File: src/hw/rtl/dial_code_lock_macros.svh
// Assertion macros shared by the dial code lock RTL.
`ifndef DIAL_CODE_LOCK_MACROS_SVH
`define DIAL_CODE_LOCK_MACROS_SVH

`ifndef ASSERT_OFF

// Clocked check, disabled while reset is asserted.
`define DCL_ASSERT(label, clk_i, rst_ni, prop) \
	label: assert property (@(posedge clk_i) disable iff (!rst_ni) (prop)) \
		else $error("dial_code_lock: check failed");

// Clocked check that also holds during reset.
`define DCL_ASSERT_ALWAYS(label, clk_i, prop) \
	label: assert property (@(posedge clk_i) (prop)) \
		else $error("dial_code_lock: check failed");

`else

`define DCL_ASSERT(label, clk_i, rst_ni, prop)
`define DCL_ASSERT_ALWAYS(label, clk_i, prop)

`endif

`endif

File: src/hw/rtl/dcl_pkg.sv
// Types, codes and defaults for the dial code lock.
package dcl_pkg;

	localparam int CODE_LENGTH_DEF = 4;
	localparam int DIGIT_COUNT_DEF = 10;
	localparam int SAMPLE_BITS_DEF = 10;

	// number of code digits that have a secret register
	localparam int SECRET_COUNT = 4;

	localparam logic [3:0] SECRET_RST_0    = 4'd1;
	localparam logic [3:0] SECRET_RST_1    = 4'd2;
	localparam logic [3:0] SECRET_RST_2    = 4'd3;
	localparam logic [3:0] SECRET_RST_3    = 4'd4;
	localparam logic [3:0] LIMIT_RST       = 4'd3;
	localparam logic [5:0] DEAD_BAND_RST   = 6'd25;

	typedef enum logic [2:0] {
		REG_SECRET_0  = 3'd0,
		REG_SECRET_1  = 3'd1,
		REG_SECRET_2  = 3'd2,
		REG_SECRET_3  = 3'd3,
		REG_LIMIT     = 3'd4,
		REG_DEAD_BAND = 3'd5
	} dcl_reg_t;

	typedef enum logic [4:0] {
		MODE_IDLE     = 5'b00001,
		MODE_ENTERING = 5'b00010,
		MODE_OPEN     = 5'b00100,
		MODE_WRONG    = 5'b01000,
		MODE_LOCKED   = 5'b10000
	} dcl_mode_t;

	localparam logic [2:0] LS_IDLE     = 3'd0;
	localparam logic [2:0] LS_ENTERING = 3'd1;
	localparam logic [2:0] LS_OPEN     = 3'd2;
	localparam logic [2:0] LS_WRONG    = 3'd3;
	localparam logic [2:0] LS_LOCKED   = 3'd4;

	function automatic logic [2:0] lock_code(input dcl_mode_t mode);
		logic [2:0] code;
		unique case (mode)
			MODE_IDLE:     code = LS_IDLE;
			MODE_ENTERING: code = LS_ENTERING;
			MODE_OPEN:     code = LS_OPEN;
			MODE_WRONG:    code = LS_WRONG;
			MODE_LOCKED:   code = LS_LOCKED;
			default:       code = LS_IDLE;
		endcase
		return code;
	endfunction

endpackage

File: src/hw/rtl/dial_code_lock.sv
// Dial code lock: quantizes a dial sample, collects digits on button release, checks the code.
//
//  channel | handshake              | payload
//  --------+------------------------+-------------------------------------------------
//  cfg     | cfg_valid / cfg_ready  | cfg_index, cfg_data (6 regs, others ignored)
//  in      | in_valid / in_ready    | adc_sample, button_level
//  out     | out_valid / out_ready  | lock_state, current_digit, digits_entered,
//          |                        | wrong_count
//
// One request per cycle sustained while results are taken. A request is held in
// the input register, then the quantizer and lock update run in a single pass into
// the state registers, which are the result. out_valid rises as the state registers load.
// The output stage only stalls the input register while a result waits; a new request
// is taken in the same cycle the waiting result is taken. cfg_ready is always high.
// Reset restores the register defaults, idle mode, no digit and a zero wrong count;
// lockout lasts until reset.
module dial_code_lock #(
	parameter int CODE_LENGTH = dcl_pkg::CODE_LENGTH_DEF,
	parameter int DIGIT_COUNT = dcl_pkg::DIGIT_COUNT_DEF,
	parameter int SAMPLE_BITS = dcl_pkg::SAMPLE_BITS_DEF,
	parameter int DIGIT_BITS  = $clog2(DIGIT_COUNT + 1)
) (
	input  logic                   clk,
	input  logic                   arst_n,
	input  logic                   cfg_valid,
	output logic                   cfg_ready,
	input  logic [2:0]             cfg_index,
	input  logic [5:0]             cfg_data,
	input  logic                   in_valid,
	output logic                   in_ready,
	input  logic [SAMPLE_BITS-1:0] adc_sample,
	input  logic                   button_level,
	output logic                   out_valid,
	input  logic                   out_ready,
	output logic [2:0]             lock_state,
	output logic [DIGIT_BITS-1:0]  current_digit,
	output logic [1:0]             digits_entered,
	output logic [3:0]             wrong_count
);
	import dcl_pkg::*;

`include "dial_code_lock_macros.svh"

	localparam int                   W         = SAMPLE_BITS;
	localparam logic [W-1:0]         FULL      = {W{1'b1}};
	localparam int                   STEP      = ((1 << W) - 1) / DIGIT_COUNT;
	localparam int                   QW        = (DIGIT_COUNT > 1) ? $clog2(DIGIT_COUNT) : 1;
	localparam int                   IDX_W     = (CODE_LENGTH > 1) ? $clog2(CODE_LENGTH) : 1;
	localparam int                   CMP_W     = (DIGIT_BITS > 4) ? DIGIT_BITS : 4;
	localparam logic [IDX_W-1:0]     IDX_LAST  = IDX_W'(CODE_LENGTH - 1);
	localparam logic [DIGIT_BITS-1:0] NO_DIGIT = DIGIT_BITS'(DIGIT_COUNT);
	localparam logic [DIGIT_BITS-1:0] TOP_DIGIT = DIGIT_BITS'(DIGIT_COUNT - 1);

	// configuration registers
	logic [3:0] secret_q [SECRET_COUNT];
	logic [3:0] limit_q;
	logic [5:0] dead_band_q;

	// input register
	logic         valid_s1;
	logic [W-1:0] sample_s1;
	logic         level_s1;

	// lock state, doubles as the result register
	dcl_mode_t             mode_q;
	logic [DIGIT_BITS-1:0] stable_q;
	logic [DIGIT_BITS-1:0] entered_q [CODE_LENGTH];
	logic [IDX_W-1:0]      idx_q;
	logic                  held_q;
	logic [3:0]            wrong_q;
	logic                  out_valid_q;

	logic adv;

	//--------------------------------------------------------------------------
	// Handshakes: the input register moves on when the result slot is free or
	// being drained this cycle.
	//--------------------------------------------------------------------------
	assign cfg_ready = 1'b1;
	assign adv       = valid_s1 && (!out_valid_q || out_ready);
	assign in_ready  = !valid_s1 || adv;

	always_ff @(posedge clk or negedge arst_n) begin
		if (!arst_n) begin
			secret_q[0] <= SECRET_RST_0;
			secret_q[1] <= SECRET_RST_1;
			secret_q[2] <= SECRET_RST_2;
			secret_q[3] <= SECRET_RST_3;
			limit_q     <= LIMIT_RST;
			dead_band_q <= DEAD_BAND_RST;
		end else if (cfg_valid) begin
			unique case (cfg_index)
				REG_SECRET_0:  secret_q[0] <= cfg_data[3:0];
				REG_SECRET_1:  secret_q[1] <= cfg_data[3:0];
				REG_SECRET_2:  secret_q[2] <= cfg_data[3:0];
				REG_SECRET_3:  secret_q[3] <= cfg_data[3:0];
				REG_LIMIT:     limit_q     <= cfg_data[3:0];
				REG_DEAD_BAND: dead_band_q <= cfg_data;
				default: ;
			endcase
		end
	end

	always_ff @(posedge clk or negedge arst_n) begin
		if (!arst_n) begin
			valid_s1 <= 1'b0;
		end else if (in_ready) begin
			valid_s1 <= in_valid;
		end
	end

	always_ff @(posedge clk) begin
		if (in_valid && in_ready) begin
			sample_s1 <= adc_sample;
			level_s1  <= button_level;
		end
	end

	//--------------------------------------------------------------------------
	// Quantizer. The band index is the count of band thresholds at or below the
	// sample, which also clamps the short leftover band at full scale into the
	// top band. The digit is taken only inside the band trimmed by dead_band.
	//--------------------------------------------------------------------------
	logic [QW-1:0]         band;
	logic [W-1:0]          band_bot;
	logic [W-1:0]          band_top;
	logic [W:0]            db_ext;
	logic                  in_band;
	logic [DIGIT_BITS-1:0] digit_nxt;

	always_comb begin
		band = '0;
		for (int k = 1; k < DIGIT_COUNT; k++) begin
			if (sample_s1 >= W'(k * STEP))
				band = QW'(k);
		end
	end

	always_comb begin
		band_bot = '0;
		band_top = FULL;
		for (int k = 0; k < DIGIT_COUNT; k++) begin
			if (band == QW'(k)) begin
				band_bot = W'(k * STEP);
				band_top = (k == DIGIT_COUNT - 1) ? FULL : W'((k + 1) * STEP - 1);
			end
		end
	end

	assign db_ext  = (W + 1)'(dead_band_q);
	// sample + margin <= top stands in for sample <= top - margin
	assign in_band = ({1'b0, band_top} >= db_ext)
		&& ({1'b0, sample_s1} >= {1'b0, band_bot} + db_ext)
		&& ({1'b0, sample_s1} + db_ext <= {1'b0, band_top});
	assign digit_nxt = in_band ? (TOP_DIGIT - DIGIT_BITS'(band)) : stable_q;

	//--------------------------------------------------------------------------
	// Lock update
	//--------------------------------------------------------------------------
	logic       release_ev;
	logic       last_digit;
	logic       code_ok;
	logic [3:0] wrong_inc;
	dcl_mode_t  mode_dial;
	dcl_mode_t  mode_nxt;
	logic [IDX_W-1:0] idx_nxt;
	logic [3:0] wrong_nxt;

	assign release_ev = level_s1 && held_q;
	assign last_digit = (idx_q == IDX_LAST);

	// the digit stored by this release sits at the last position
	always_comb begin
		logic [CMP_W-1:0] have;
		logic [CMP_W-1:0] want;
		code_ok = 1'b1;
		for (int i = 0; i < CODE_LENGTH; i++) begin
			have = (i == CODE_LENGTH - 1) ? CMP_W'(digit_nxt) : CMP_W'(entered_q[i]);
			want = (i < SECRET_COUNT) ? CMP_W'(secret_q[i]) : '0;
			if (have != want)
				code_ok = 1'b0;
		end
	end

	assign wrong_inc = (wrong_q < limit_q) ? wrong_q + 4'd1 : wrong_q;

	always_comb begin
		mode_dial = mode_q;
		if (digit_nxt != stable_q && mode_q == MODE_IDLE)
			mode_dial = MODE_ENTERING;

		mode_nxt  = mode_dial;
		idx_nxt   = idx_q;
		wrong_nxt = wrong_q;
		if (release_ev) begin
			priority if (mode_dial == MODE_ENTERING) begin
				if (last_digit) begin
					idx_nxt = '0;
					if (code_ok) begin
						mode_nxt = MODE_OPEN;
					end else begin
						wrong_nxt = wrong_inc;
						mode_nxt  = (wrong_inc >= limit_q) ? MODE_LOCKED : MODE_WRONG;
					end
				end else begin
					idx_nxt = idx_q + IDX_W'(1);
				end
			end else if (mode_dial == MODE_OPEN || mode_dial == MODE_WRONG) begin
				mode_nxt = MODE_IDLE;
			end else begin
				mode_nxt = mode_dial;
			end
		end
	end

	always_ff @(posedge clk or negedge arst_n) begin
		if (!arst_n) begin
			mode_q      <= MODE_IDLE;
			stable_q    <= NO_DIGIT;
			idx_q       <= '0;
			held_q      <= 1'b0;
			wrong_q     <= '0;
			out_valid_q <= 1'b0;
		end else begin
			if (adv) begin
				mode_q   <= mode_nxt;
				stable_q <= digit_nxt;
				idx_q    <= idx_nxt;
				held_q   <= !level_s1;
				wrong_q  <= wrong_nxt;
			end
			if (adv)
				out_valid_q <= 1'b1;
			else if (out_ready)
				out_valid_q <= 1'b0;
		end
	end

	// digit store has no reset; a position is read only after this entry wrote it
	always_ff @(posedge clk) begin
		if (adv && release_ev && mode_dial == MODE_ENTERING)
			entered_q[idx_q] <= digit_nxt;
	end

	assign out_valid      = out_valid_q;
	assign lock_state     = lock_code(mode_q);
	assign current_digit  = stable_q;
	assign digits_entered = 2'(idx_q);
	assign wrong_count    = wrong_q;

	//--------------------------------------------------------------------------
	// Checks
	//--------------------------------------------------------------------------
	`DCL_ASSERT(a_mode_onehot, clk, arst_n, $onehot(mode_q))
	`DCL_ASSERT(a_lockout_sticky, clk, arst_n, mode_q == MODE_LOCKED |=> mode_q == MODE_LOCKED)
	`DCL_ASSERT(a_state_holds_on_stall, clk, arst_n, !adv |=> $stable(mode_q) && $stable(idx_q))
	`DCL_ASSERT(a_wrong_steps_by_one, clk, arst_n, wrong_q == $past(wrong_q) || wrong_q == $past(wrong_q) + 4'd1)
	`DCL_ASSERT(a_index_in_range, clk, arst_n, idx_q <= IDX_LAST)

endmodule

File: config.mk
export PLATFORM = sky130hd
export DESIGN_NAME = dial_code_lock
export DESIGN_NICKNAME = d
export VERILOG_FILES = /design/src/hw/rtl/dcl_pkg.sv /design/src/hw/rtl/dial_code_lock.sv
export VERILOG_INCLUDE_DIRS = /design/src /design/src/hw/rtl
export SDC_FILE = /design/constraint.sdc
export NUM_CORES = 1
export LEC_CHECK = 0
export BUFFER_PORTS_ARGS = -buffer_cell sky130_fd_sc_hd__buf_2
export CAP_MARGIN = 20
export CORE_ASPECT_RATIO = 0.5
export CORE_UTILIZATION = 55
export CTS_CLUSTER_DIAMETER = 100
export DETAILED_ROUTE_END_ITERATION = 8
export GPL_TIMING_DRIVEN = 0
export MAX_ROUTING_LAYER = met4
export PLACE_DENSITY_LB_ADDON = 0.08
export SLEW_MARGIN = 5
export SYNTH_ARGS = -nofsm -noshare
export SYNTH_HDL_FRONTEND = slang
export SYNTH_SLANG_ARGS = --single-unit
File: constraint.sdc
create_clock -name clk -period 5.4 [get_ports clk]
set_input_delay 1.08 -clock clk [delete_from_list [all_inputs] [get_ports clk]]
set_output_delay 1.08 -clock clk [all_outputs]
set_load 0.01 [all_outputs]
==> flow_metrics.tcl, run 1 <==
set metrics [dict create \
    status "complete, but fails checks" \
    violations "negative setup slack" \
    min_period_ns 5.45 \
    yosysUniqueCellTypes 70 \
    hp-class "register to register" \
    post-route-drc-count 0 \
    overflow 0 \
    rows 23 \
    grt_pass1_vias 3481 \
    syn2layout_area_growth_pct 23.7 \
    yosys.area.top_type_share 0.163 \
    async_flop_share 0.657 \
    worst_pin_slew_ns 0.847 \
    syn_nets 516 \
    cts_tree "done" \
    start_util 0.580 \
    final.setup_skew_ns 0.00594 \
    place_ws_ns -0.939 \
    whs_ns 0.446 \
    place_hpwl_mm 7.93 \
    synth_area_um2 4760 \
    synth_flop_cell "dfrtp_1" \
    core_area_um2 8200 \
    p_leak_uw 0.00258 \
    diodes 0 \
    worstSetupPathType "register to register" \
    nets 600 \
    yosys_register_bits 67 \
    worstPathRequired_ns 5.62 \
    grt_max_degree 45 \
    seq_area_frac_synth 0.380 \
    maxSlewViolCount 0 \
    io_buffers 39 \
    pin_count 41 \
    critPathCaptureType "register" \
    drtIter0Drc 331 \
    htreeDepth 3 \
    die_width_um 134 \
    drv_cap 0 \
    synth-edff-count 23 \
    grt_usage 0.263 \
    cts_buffer_depth 2 \
    cts_buffers 9 \
    dpl.cell_count 597 \
    fp.dieArea_um2 9050 \
    clk_pin_slew_ns 0.05 \
    via_per_inst 5.80 \
    fillers 594 \
    first_pass_iters 4 \
    fmax_mhz 184 \
    setup_ws_ns -0.0480 \
    hold_viol 0 \
    gp_congestion 0.943 \
    synthTopCellsByCount "ha_1, xnor2_1, dfrtp_1" \
    syn_avg_cell_area_um2 10.7 \
    routedWlPerCell_um 17.0 \
    final_cells 647 \
    utilization 0.718 \
    relSlewSlack 0.430 \
    period_share 1.01 \
    multiInputGateArea_um2 3030 \
    crit_path_start_kind "register" \
    yosys_warnings 0 \
    via_count 3753 \
    die_h_um 67.8 \
    clock_latency_ns 0.34 \
    seq_area_um2 1810 \
    path_max_fanout 10 \
    antenna_found_initial 0 \
    powerDensity_nw_per_um2 348 \
    clock_tree.root_cell "clkbuf_16" \
    grt_pass1_wl_mm 17.2 \
    yosys.area.top_type "dfrtp_1" \
    drive_gt1_frac 0.359 \
    setup_viol_count_final 1 \
    cts_sinks 67 \
    synthCells 446 \
    rsz0062_at_grt "true" \
    cp_data_arrival_time_ns 5.67 \
    antenna_left 0 \
    ir_drop_v 0.000257 \
    yosysMostFrequentCell "ha_1" \
    synth_area_leaders "dfrtp_1, edfxtp_1, ha_1" \
    totalWireLength_mm 11.0 \
]
timing repair:
item	in CTS	in global routing
resized for setup	24	38
pin swaps	9	29
endpoints found under the setup margin	39	34
hold buffers	0	0
setup buffers	21	13
layout by cell type, fill, tap and decap left out, types with 3 or more instances in the layout:
| master | Yosys | final |
|---|---|---|
| buf_2 | 1 | 39 |
| ha_1 | 43 | 38 |
| buf_4 | 4 | 35 |
| xnor2_1 | 32 | 32 |
| dfrtp_1 | 31 | 31 |
| mux2_2 | 29 | 27 |
| inv_1 | 27 | 26 |
| edfxtp_1 | 23 | 23 |
| nor2_1 | 24 | 22 |
| a21oi_1 | 20 | 15 |
| nand2_1 | 18 | 15 |
| a21o_1 | 13 | 13 |
| o21ai_0 | 16 | 13 |
| dfstp_2 | 13 | 13 |
| nand3_1 | 13 | 10 |
| and3_1 | 9 | 9 |
| a211oi_1 | 9 | 9 |
| xor2_1 | 10 | 9 |
| clkbuf_16 | 0 | 9 |
| nand2b_1 | 8 | 8 |
| o211ai_1 | 7 | 7 |
| nand4_1 | 7 | 7 |
| buf_6 | 2 | 5 |
| nor3_1 | 7 | 5 |
| clkbuf_1 | 2 | 4 |
| a21oi_2 | 0 | 4 |
| and2_1 | 8 | 4 |
| nor4_1 | 4 | 4 |
| mux2_4 | 1 | 4 |
| and2_4 | 0 | 4 |
| o21ai_1 | 2 | 3 |
| nor2b_1 | 3 | 3 |
| ha_2 | 0 | 3 |
| clkinv_2 | 0 | 3 |
final cells by class:
type | instances | share of cell area
plain buffers | 9 | 0.0127
clock buffers | 11 | 0.0395
clock inverters | 5 | 0.00510
inverters | 27 | 0.0172
multi-input cells | 343 | 0.515
flip-flops and latches | 67 | 0.307
well taps | 112 | 0.0238
repair buffers | 73 | 0.0793
worst max-delay path: stages (launching register included):
cell and delay, ns:
edfxtp_1 0.43, buf_6 0.17, nand2_1 0.15, o211ai_4 0.28
o2111a_2 0.28, inv_2 0.06, ha_4 0.18, nand2_4 0.08
o211ai_1 0.16, ha_2 0.25, fa_2 0.37, a21o_1 0.18
a21oi_2 0.17, inv_1 0.07, a21oi_2 0.13, nor2_2 0.06
xor2_1 0.17, ha_2 0.32, o21ai_1 0.06, a21oi_1 0.15
or2_4 0.16, o211ai_1 0.22, o2111ai_2 0.31, o31ai_4 0.14
a2111oi_4 0.45, mux2_4 0.33
registers in the layout, indices dropped and copies added, names as in the netlist:
name / count
mode_q: 5
level_s1: 1
current_digit: 4
secret_q: 16
valid_s1: 1
entered_q: 12
wrong_count: 4
limit_q: 4
dead_band_q: 6
out_valid: 1
held_q: 1
sample_s1: 10
digits_entered: 2
stage by stage:
step / power, uW / TNS [ns] / area, um2
4_1_cts: 1990 / 0 / 5640
6_report: 2050 / -0.0480 / 5890
2_1_floorplan: 1210 / 0 / 4760
5_1_grt: 2180 / -1.98 / 5890
3_3_place_gp: 1370 / -18.74 / 5100
3_5_place_dp: 1390 / -19.90 / 5100
worst paths after layout:
path	cells past startpoint	slack (ns)	start	end
hold / removal	1	0.45	level_s1	held_q
hold reg to reg	1	0.45	level_s1	held_q
setup reg to reg	25	-0.05	sample_s1[6]	wrong_count[1]
min in group asynchronous	1	0.65	arst_n	digits_entered[0]
setup / recovery	25	-0.05	sample_s1[6]	wrong_count[1]
max in group asynchronous	2	4.19	arst_n	dead_band_q[0]
metal layers:
| metal | global-route usage | routed length [um] | vias up | part of all wire |
|---|---|---|---|---|
| met5 | - | 0 | - | 0 |
| met4 | 0.0682 | 136 | 0 | 0.012 |
| met3 | 0.0646 | 531 | 15 | 0.048 |
| met2 | 0.402 | 4930 | 86 | 0.45 |
| met1 | 0.352 | 5430 | 1826 | 0.49 |
| li1 | - | - | 1826 | - |
where the power goes:
part | leakage (uW) | internal, uW | switching, uW
Clock | 0.000125 | 308 | 209
Combinational | 0.00172 | 396 | 438
Sequential | 0.000734 | 630 | 71.3
cell families after synthesis:
logic type,share of synthesized area
flops,0.380
compound gates,0.174
xor+xnor,0.0807
simple gates,0.135
fa+ha+maj,0.121
buf+inv,0.0350
other cells,0.000788
mux,0.0741
(Power assumes the default switching activity.)
==> run 2, diff against run 1 <==
- PLACE_DENSITY: unset -> 0.81
- PLACE_DENSITY_LB_ADDON: 0.08 -> unset
==> run 2 against run 1 <==
The flow still finishes with violations (negative setup slack). Clock power rose by 32%. Hold slack improved by 0.021 ns. Sequential power up 1%. Critical path type unchanged. Largest cell class unchanged. Highest routed layer unchanged.
==> flow_metrics.tcl, run 2 (same netlist as run 1, synthesis figures left out) <==
set metrics [dict create \
    setup_viol_count_final 17 \
    io_buffers 39 \
    critPathCaptureType "register" \
    start_util 0.580 \
    syn2layout_area_growth_pct 28.8 \
    cts_sinks 67 \
    grt_max_degree 45 \
    final.setup_skew_ns 0.00536 \
    htreeDepth 3 \
    holdBufCountCts 0 \
    setup-tns-final_ns -0.754 \
    post-route-drc-count 0 \
    critPathBufInv 2 \
    hold_end "held_q" \
    cts_buffer_depth 2 \
    place_hpwl_mm 7.99 \
    whs_ns 0.467 \
    crit_slowest_cell "a2111oi_4" \
    path_max_fanout 6 \
    maxSlewViolCount 0 \
    final_common_cell "buf_4" \
    cts_tree "done" \
    finalPower_uw 2270 \
    p_leak_uw 0.00269 \
    powerDensity_nw_per_um2 371 \
    die_width_um 134 \
    multiInputGateArea_um2 3070 \
    ir_drop_v 0.000203 \
    cts_buffers 9 \
    dpl.cell_count 597 \
    seq_area_um2 1810 \
    largest_register "secret_q" \
    grt_pass1_wl_mm 18.5 \
    rrSetupSlack_ns -0.13 \
    crit_path_max_incr_delay_ns 0.48 \
    status "complete, but fails checks" \
    drive_gt1_frac 0.388 \
    first_pass_iters 6 \
    worstPathRequired_ns 5.62 \
    drv_cap 0 \
    fillers 496 \
    fp.dieArea_um2 9050 \
    nets 616 \
    totalWireLength_mm 12.8 \
    die_h_um 67.8 \
    rows 23 \
    cp_top_family "compound AO/OA/AOI/OAI gates" \
    clock_latency_ns 0.34 \
    core_area_um2 8200 \
    antenna_found_initial 0 \
    crit_path_start_kind "register" \
    final_cells 663 \
    largest_register_ff_count 16 \
    r2r_start "sample_s1[6]" \
    fmax_mhz 181 \
    worstPathCellList "buf_6, or3_4, o211ai_2, o211ai_1, a21o_1, o21a_1, nor3_4, ha_4, buf_4, a21oi_4, o21bai_1, a21oi_2, nor3b_2, xnor2_1, ha_2, o21ai_1, a21oi_1, or2_4, o211ai_1, o2111ai_2, o31ai_4, a2111oi_4, mux2_4" \
    antenna_left 0 \
    clk_pin_slew_ns 0.06 \
    pin_count 41 \
    final_cell_mix "buf_4, buf_2, ha_1" \
    hp-start "level_s1" \
    setup_ws_ns -0.134 \
    whs_path_depth 1 \
    routedWlPerCell_um 19.4 \
    worstSetupPathType "register to register" \
    clock_tree.root_cell "clkbuf_16" \
    diodes 0 \
    r2r_end "wrong_count[1]" \
    rsz0062_at_grt "true" \
    grt_pass1_vias 3766 \
    gp_congestion 0.923 \
    violations "negative setup slack" \
    overflow 0 \
    cp_data_arrival_time_ns 5.76 \
    worst_pin_slew_ns 1.03 \
    reg2regPathDepth 23 \
    utilization 0.747 \
    drtIter0Drc 455 \
    via_per_inst 6.10 \
    relSlewSlack 0.306 \
    hold_viol 0 \
    period_share 1.02 \
    reg_top3 "secret_q: 16 flops, entered_q: 12 flops, sample_s1: 10 flops" \
    via_count 4045 \
    min_period_ns 5.53 \
    cpMostUsedCell "o211ai_1" \
    grt_usage 0.278 \
    hp-class "register to register" \
]
run 2: worst max path at each step:
| stage | start | to | slack [ns] | cells past startpoint |
|---|---|---|---|---|
| floorplan | sample_s1[5] | wrong_count[1] | 0.05 | 25 |
| global placement | sample_s1[5] | wrong_count[1] | -0.82 | 25 |
| detailed placement | sample_s1[5] | wrong_count[1] | -0.86 | 25 |
| CTS | sample_s1[5] | wrong_count[1] | 0.009 | 24 |
| global route | sample_s1[6] | wrong_count[1] | -0.28 | 24 |
| finish | sample_s1[6] | wrong_count[1] | -0.13 | 23 |
run 2: cell type report:
cell class	instances	share of cell area
repair buffers	89	0.0957
clock buffers	9	0.0367
inverters	27	0.0171
flip-flops and latches	67	0.295
plain buffers	9	0.0122
multi-input cells	343	0.500
well taps	112	0.0229
clock inverters	7	0.0200
run 2: repair_timing:
action                                  4_1_cts  5_1_grt
resized for setup                            21       48
gates cloned                                  0        0
pin swaps                                     8       35
buffers inserted                             19       32
endpoints found under the setup margin       38       34
run 2: stage by stage:
stage	worst slack, ns	instance area [um2]
after floorplan	0.0463	4760
after CTS	0.00931	5690
final	-0.134	6130
after detailed placement	-0.863	5100
after global placement	-0.819	5100
after global routing	-0.279	6130
run 2: where the power goes:
group	internal, uW	switching, uW	leakage, uW
Sequential	630	78.4	0.000734
Combinational	412	470	0.00179
Clock	454	227	0.000163
Total	1500	776	0.00269
run 2: layer usage:
metal | global-route usage | share of wire | up-vias
met2 | 0.471 | 0.48 | 184
met3 | 0.0458 | 0.064 | 47
met1 | 0.343 | 0.43 | 1946
met5 | - | 0 | -
li1 | - | - | 1868
met4 | 0.104 | 0.032 | 0
